<file path="src/hw/rtl/plcpn_pkg.sv">
`timescale 1ns / 1ps
`default_nettype none
package plcpn_pkg;

  localparam int MAX_SAMPLES_DEF = 16384;

  // multi-limb arithmetic for the exact power-law search
  localparam int LIMB_W = 16;
  localparam int NLIMB = 20;
  localparam int LIDX_W = $clog2(NLIMB);
  localparam int CNT_W = 5;
  localparam int RHS_MULS = 20;
  localparam int FS_MULS = 3;
  localparam int P_MULS = 19;
  localparam int DIV_STEPS = 31;

  localparam logic [14:0] FULL_SCALE = 15'd32767;

  localparam int CFG_IDX_W = 2;
  localparam int CFG_DATA_W = 15;
  localparam logic [CFG_IDX_W-1:0] CFG_COMPRESS = 2'd0;
  localparam logic [CFG_IDX_W-1:0] CFG_NORMALIZE = 2'd1;
  localparam logic [CFG_IDX_W-1:0] CFG_GAIN = 2'd2;

  localparam logic OP_LOAD = 1'b0;
  localparam logic OP_DRAIN = 1'b1;

  typedef enum logic [3:0] {
    S_IDLE,
    S_RHS_MUL,
    S_SRCH,
    S_P_MUL,
    S_CMP,
    S_LOAD,
    S_DR_RD,
    S_DR_DEC,
    S_DIV,
    S_DR_OUT
  } state_t;

  typedef struct packed {
    logic capture;
    logic drop;
    logic rhs_step;
    logic p_init;
    logic p_step;
    logic cmp_step;
    logic load_wr;
    logic rd_issue;
    logic dec;
    logic div_init;
    logic div_step;
    logic emit;
    logic emit_empty;
  } cmd_t;

  typedef struct packed {
    logic full;
    logic empty_drain;
    logic compress;
    logic rhs_done;
    logic srch_done;
    logic p_done;
    logic cmp_done;
    logic scale;
    logic div_done;
  } stat_t;

endpackage
`default_nettype wire

</file>
<file path="src/hw/rtl/plcpn_ctrl.sv">
`timescale 1ns / 1ps
`default_nettype none
module plcpn_ctrl (
  input  wire logic            clk,
  input  wire logic            rst,
  input  wire logic            start,
  input  wire logic            op,
  input  wire plcpn_pkg::stat_t stat,
  output plcpn_pkg::cmd_t      cmd,
  output logic                 busy
);
  import plcpn_pkg::*;

  state_t state, state_next;

  always_ff @(posedge clk) begin
    if (rst) begin
      state <= S_IDLE;
    end else begin
      state <= state_next;
    end
  end

  always_comb begin
    state_next = state;
    unique case (state)
      S_IDLE: begin
        if (start) begin
          if (op == OP_LOAD) begin
            if (!stat.full) begin
              state_next = stat.compress ? S_RHS_MUL : S_LOAD;
            end
          end else if (!stat.empty_drain) begin
            state_next = S_DR_RD;
          end
        end
      end
      S_RHS_MUL: if (stat.rhs_done) state_next = S_SRCH;
      S_SRCH:    state_next = stat.srch_done ? S_LOAD : S_P_MUL;
      S_P_MUL:   if (stat.p_done) state_next = S_CMP;
      S_CMP:     if (stat.cmp_done) state_next = S_SRCH;
      S_LOAD:    state_next = S_IDLE;
      S_DR_RD:   state_next = S_DR_DEC;
      S_DR_DEC:  state_next = stat.scale ? S_DIV : S_DR_OUT;
      S_DIV:     if (stat.div_done) state_next = S_DR_OUT;
      S_DR_OUT:  state_next = S_IDLE;
      default:   state_next = S_IDLE;
    endcase
  end

  always_comb begin
    cmd = '0;
    busy = 1'b1;
    unique case (state)
      S_IDLE: begin
        busy = 1'b0;
        if (start) begin
          cmd.capture = 1'b1;
          if (op == OP_LOAD) begin
            cmd.drop = stat.full;
          end else begin
            cmd.emit_empty = stat.empty_drain;
            cmd.rd_issue = !stat.empty_drain;
          end
        end
      end
      S_RHS_MUL: cmd.rhs_step = 1'b1;
      S_SRCH:    cmd.p_init = !stat.srch_done;
      S_P_MUL:   cmd.p_step = 1'b1;
      S_CMP:     cmd.cmp_step = 1'b1;
      S_LOAD:    cmd.load_wr = 1'b1;
      S_DR_RD:   cmd.dec = 1'b1;
      S_DR_DEC:  cmd.div_init = stat.scale;
      S_DIV:     cmd.div_step = 1'b1;
      S_DR_OUT:  cmd.emit = 1'b1;
      default:   cmd = '0;
    endcase
  end

endmodule
`default_nettype wire

</file>
<file path="config.mk">
export PLATFORM = sky130hd
export DESIGN_NAME = plcpn_ctrl
export DESIGN_NICKNAME = d
export VERILOG_FILES = /design/src/hw/rtl/plcpn_pkg.sv /design/src/hw/rtl/plcpn_ctrl.sv
export SDC_FILE = /design/constraint.sdc
export NUM_CORES = 1
export LEC_CHECK = 0
export BUFFER_PORTS_ARGS = -buffer_cell sky130_fd_sc_hd__buf_2
export CAP_MARGIN = 30
export CORE_AREA = 8 8 46 48
export CTS_BUF_LIST = sky130_fd_sc_hd__clkbuf_8 sky130_fd_sc_hd__clkbuf_16
export DETAILED_ROUTE_END_ITERATION = 16
export DIE_AREA = 0 0 54 56
export PLACE_DENSITY = 0.64
export SYNTH_ARGS = -nofsm -noshare
export SYNTH_HDL_FRONTEND = slang
export SYNTH_SLANG_ARGS = --single-unit
</file>
<file path="constraint.sdc">
create_clock -name clk -period 1.9 [get_ports clk]
set_input_delay 0.095 -clock clk [delete_from_list [all_inputs] [get_ports clk]]
set_output_delay 0.095 -clock clk [all_outputs]
set_load 0.05 [all_outputs]
</file>
==> run_results.csv <==
group,metric,value,unit
status,status,"complete, no violations",
floorplanning,die_area,0.00302,mm2
worst_setup_path,cp.arrival,1590,ps
global_routing,antenna_found_initial,0,
min_path,min_to,"state[3]",
clock_network,insertion_delay,210,ps
floorplanning,fp.dieW,54,um
synth,yosys_warnings,0,
synth,synth.distinct_cells,31,
worst_setup_path,path_max_fanout,12,
worst_setup_path,max_stage_delay,330,ps
timing,finalSetupViolCount,0,
routing,antenna_left,0,
run,cap_viol_max_count,0,
clock_network,numCtsBuffers,3,
pwr,power_density,1670,mW/mm2
pwr,p_clk_frac,0.160,
synth,synth_edf_count,0,
cells_and_area,layout_common_cells,"buf_2 (26), nor2_1 (10), nand2b_1 (7)",
clock_network,clock-sinks,4,
worst_setup_path,r2r-end,"state[2]",
cells_and_area,nets,109,
min_path,holdPathStages,2,
pwr,max-vdd-ir-drop,0.765,mV
pwr,combPwrFrac,0.685,
cells_and_area,largest_reg_flops,4,
cells_and_area,utilization,0.455,
synth,synthFlopType,"dfxtp_1",
synth,synthArstFlopShare,0,
routing,routedWlPerCell,12.8,um
timing,finalCritPeriodShare,0.889,
clock_network,postCtsSetupRepairBufs,0,
clock_network,clk_path_buf_depth,2,
floorplanning,die_h,56,um
pwr,seqPwrFrac,0.155,
cells_and_area,area_delta_synth_final,43.0,%
synth,synthesis.area,457,um2
clock_network,clk_pin_slew_worst_paths,30,ps
timing,rsz0062_at_grt,"no",
synth,yosysSeqAreaShare,0.175,
worst_setup_path,ff2ff_path_depth,4,
placement,hpwlAfterDp,1.17,mm
routing,dr.pass1.iters,4,
synth,avgSynthCellArea,6.82,um2
placement,port_buffers,26,
routing,wl,1.40,mm
clock_network,cts_tree,"done",
clock_network,ctsRootBufferMaster,"clkbuf_8",
routing,vias,569,
global_routing,grt_pass1_wl,2.39,mm
cells_and_area,nFillCells,160,
placement,gp_congestion,0.723,
floorplanning,rows,14,
timing,slew_headroom,0.696,
floorplanning,ios,27,
clock_network,cts_hold_buffers,0,
worst_setup_path,rrSetupSlack,380,ps
pwr,internal_power,503,uW
pwr,netSwitchingPower,586,uW
pwr,leakage,0.000345,uW
clock_network,htreeDepth,1,
clock_network,postCtsResizedCells,0,
routing,drc,0,
timing,max_freq,592,MHz
synth,synthCells,67,
placement,place_ws,375,ps
cells_and_area,diodes,0,
cells_and_area,largest_registers,"state (4)",
global_routing,grt_usage,0.101,
worst_setup_path,worstSetupPathType,"reg2out",
timing,fin_skew,1.99,ps
timing,finalHoldViolCount,0,
timing,worst_slew_pin_slew,456,ps
worst_setup_path,crit_required,1800,ps
routing,vias_per_cell,5.17,
floorplanning,core-area,0.00144,mm2
cells_and_area,layout_commonest_cell,"buf_2",
floorplanning,initial_core_util,0.318,
synth,syn_nets,80,
worst_setup_path,crit_chain,"buf_4 -> nor2_1 -> and3_1 -> and3_1 -> buf_2",
pwr,switching_share,0.538,
timing,period_needed,1690,ps
worst_setup_path,crit_path_frequent_cell,"and3_1",
cells_and_area,drive_gt1_frac,0.362,
min_path,worstHoldPathType,"in2reg",
timing,maxSlewViolCount,0,
worst_setup_path,timing.rr.start,"state[2]",
global_routing,grt_remaining_overflow,0,
timing,final.setup.tns,0,ps
routing,drt_iter0_drc,8,
synth,ys_ff_latch,4,
global_routing,grt_max_degree,16,
global_routing,grt_pass1_vias,560,
worst_setup_path,critPathSlowestCell,"dfxtp_1",
worst_setup_path,end_kind,"output pin",
timing,setup_slack,211,ps
worst_setup_path,start_kind,"register",
min_path,hold_start,"rst",
cells_and_area,regMostFlops,"state",
-- through the flow --
step | instance area (um2) | power [uW] | std cells | hold WS [ps]
floorplan | 465 | 761 | 67 | 167
global placement | 612 | 915 | 107 | 306
detailed placement | 612 | 921 | 107 | 307
CTS | 653 | 1100 | 110 | 80.5
global route | 653 | 1180 | 110 | 104
finish | 653 | 1090 | 110 | 83.3
-- per-layer routing --
layer	share of wire	global-route usage	up-vias
met1	0.38	0.103	247
met4	0.011	0.0528	0
met3	0.089	0.0321	4
met2	0.51	0.172	19
li1	-	-	299
met5	0	0	-
-- critical path, delay by kind of cell (launching register included) --
kind,cells,cell delay [ps]
buf+inv,2,440
flops,1,330
simple gates,3,620
-- synth_stat cells, types with 2 or more instances --
cell type  number  share of area
inv_1           3          0.025
a21oi_1         2          0.022
nand2_1         3          0.025
a31oi_1         2          0.027
nand3_1         2          0.022
and3_1          3          0.041
dfxtp_1         4           0.18
o21ai_0         3          0.033
nor3b_1         2          0.033
buf_2           3          0.033
nor2_1         11          0.090
mux2i_1         3          0.066
nand2b_1        7          0.096
nor2b_1         2          0.027
-- how the worst max path moves through the flow --
stage | cells past startpoint | startpoint | endpoint | slack [ps]
floorplan | 3 | state[1] | cmd[10] | 50
global placement | 4 | state[2] | state[2] | 410
detailed placement | 4 | state[2] | state[2] | 370
CTS | 5 | state[0] | cmd[0] | 200
global route | 5 | state[0] | cmd[0] | 70
finish | 5 | state[0] | cmd[0] | 210
-- cell type report --
type | count | area [um2] | share of cell area
Timing Repair Buffer | 28 | 145 | 0.222
Tap cell | 16 | 20.0 | 0.0307
Sequential cell | 4 | 80.1 | 0.123
Multi-Input combinational cell | 56 | 355 | 0.544
Inverter | 3 | 11.3 | 0.0172
Clock buffer | 3 | 41.3 | 0.0632
-- power by group through the flow --
stage / clock (uW) / combinational, uW / sequential (uW)
2_1_floorplan: 0 / 623 / 138
3_3_place_gp: 0 / 748 / 167
3_5_place_dp: 0 / 751 / 170
4_1_cts: 180 / 752 / 168
5_1_grt: 185 / 816 / 178
6_report: 174 / 747 / 169
-- cell families after synthesis --
group                  count (synthesis)  synth area share
buffers and inverters                  7            0.0657
AO/OA/AOI/OAI                         13             0.197
flip-flops                             4             0.175
multiplexers                           3            0.0658
AND/OR/NAND/NOR                       40             0.496
No activity file was read; power rests on OpenSTA's default activity.
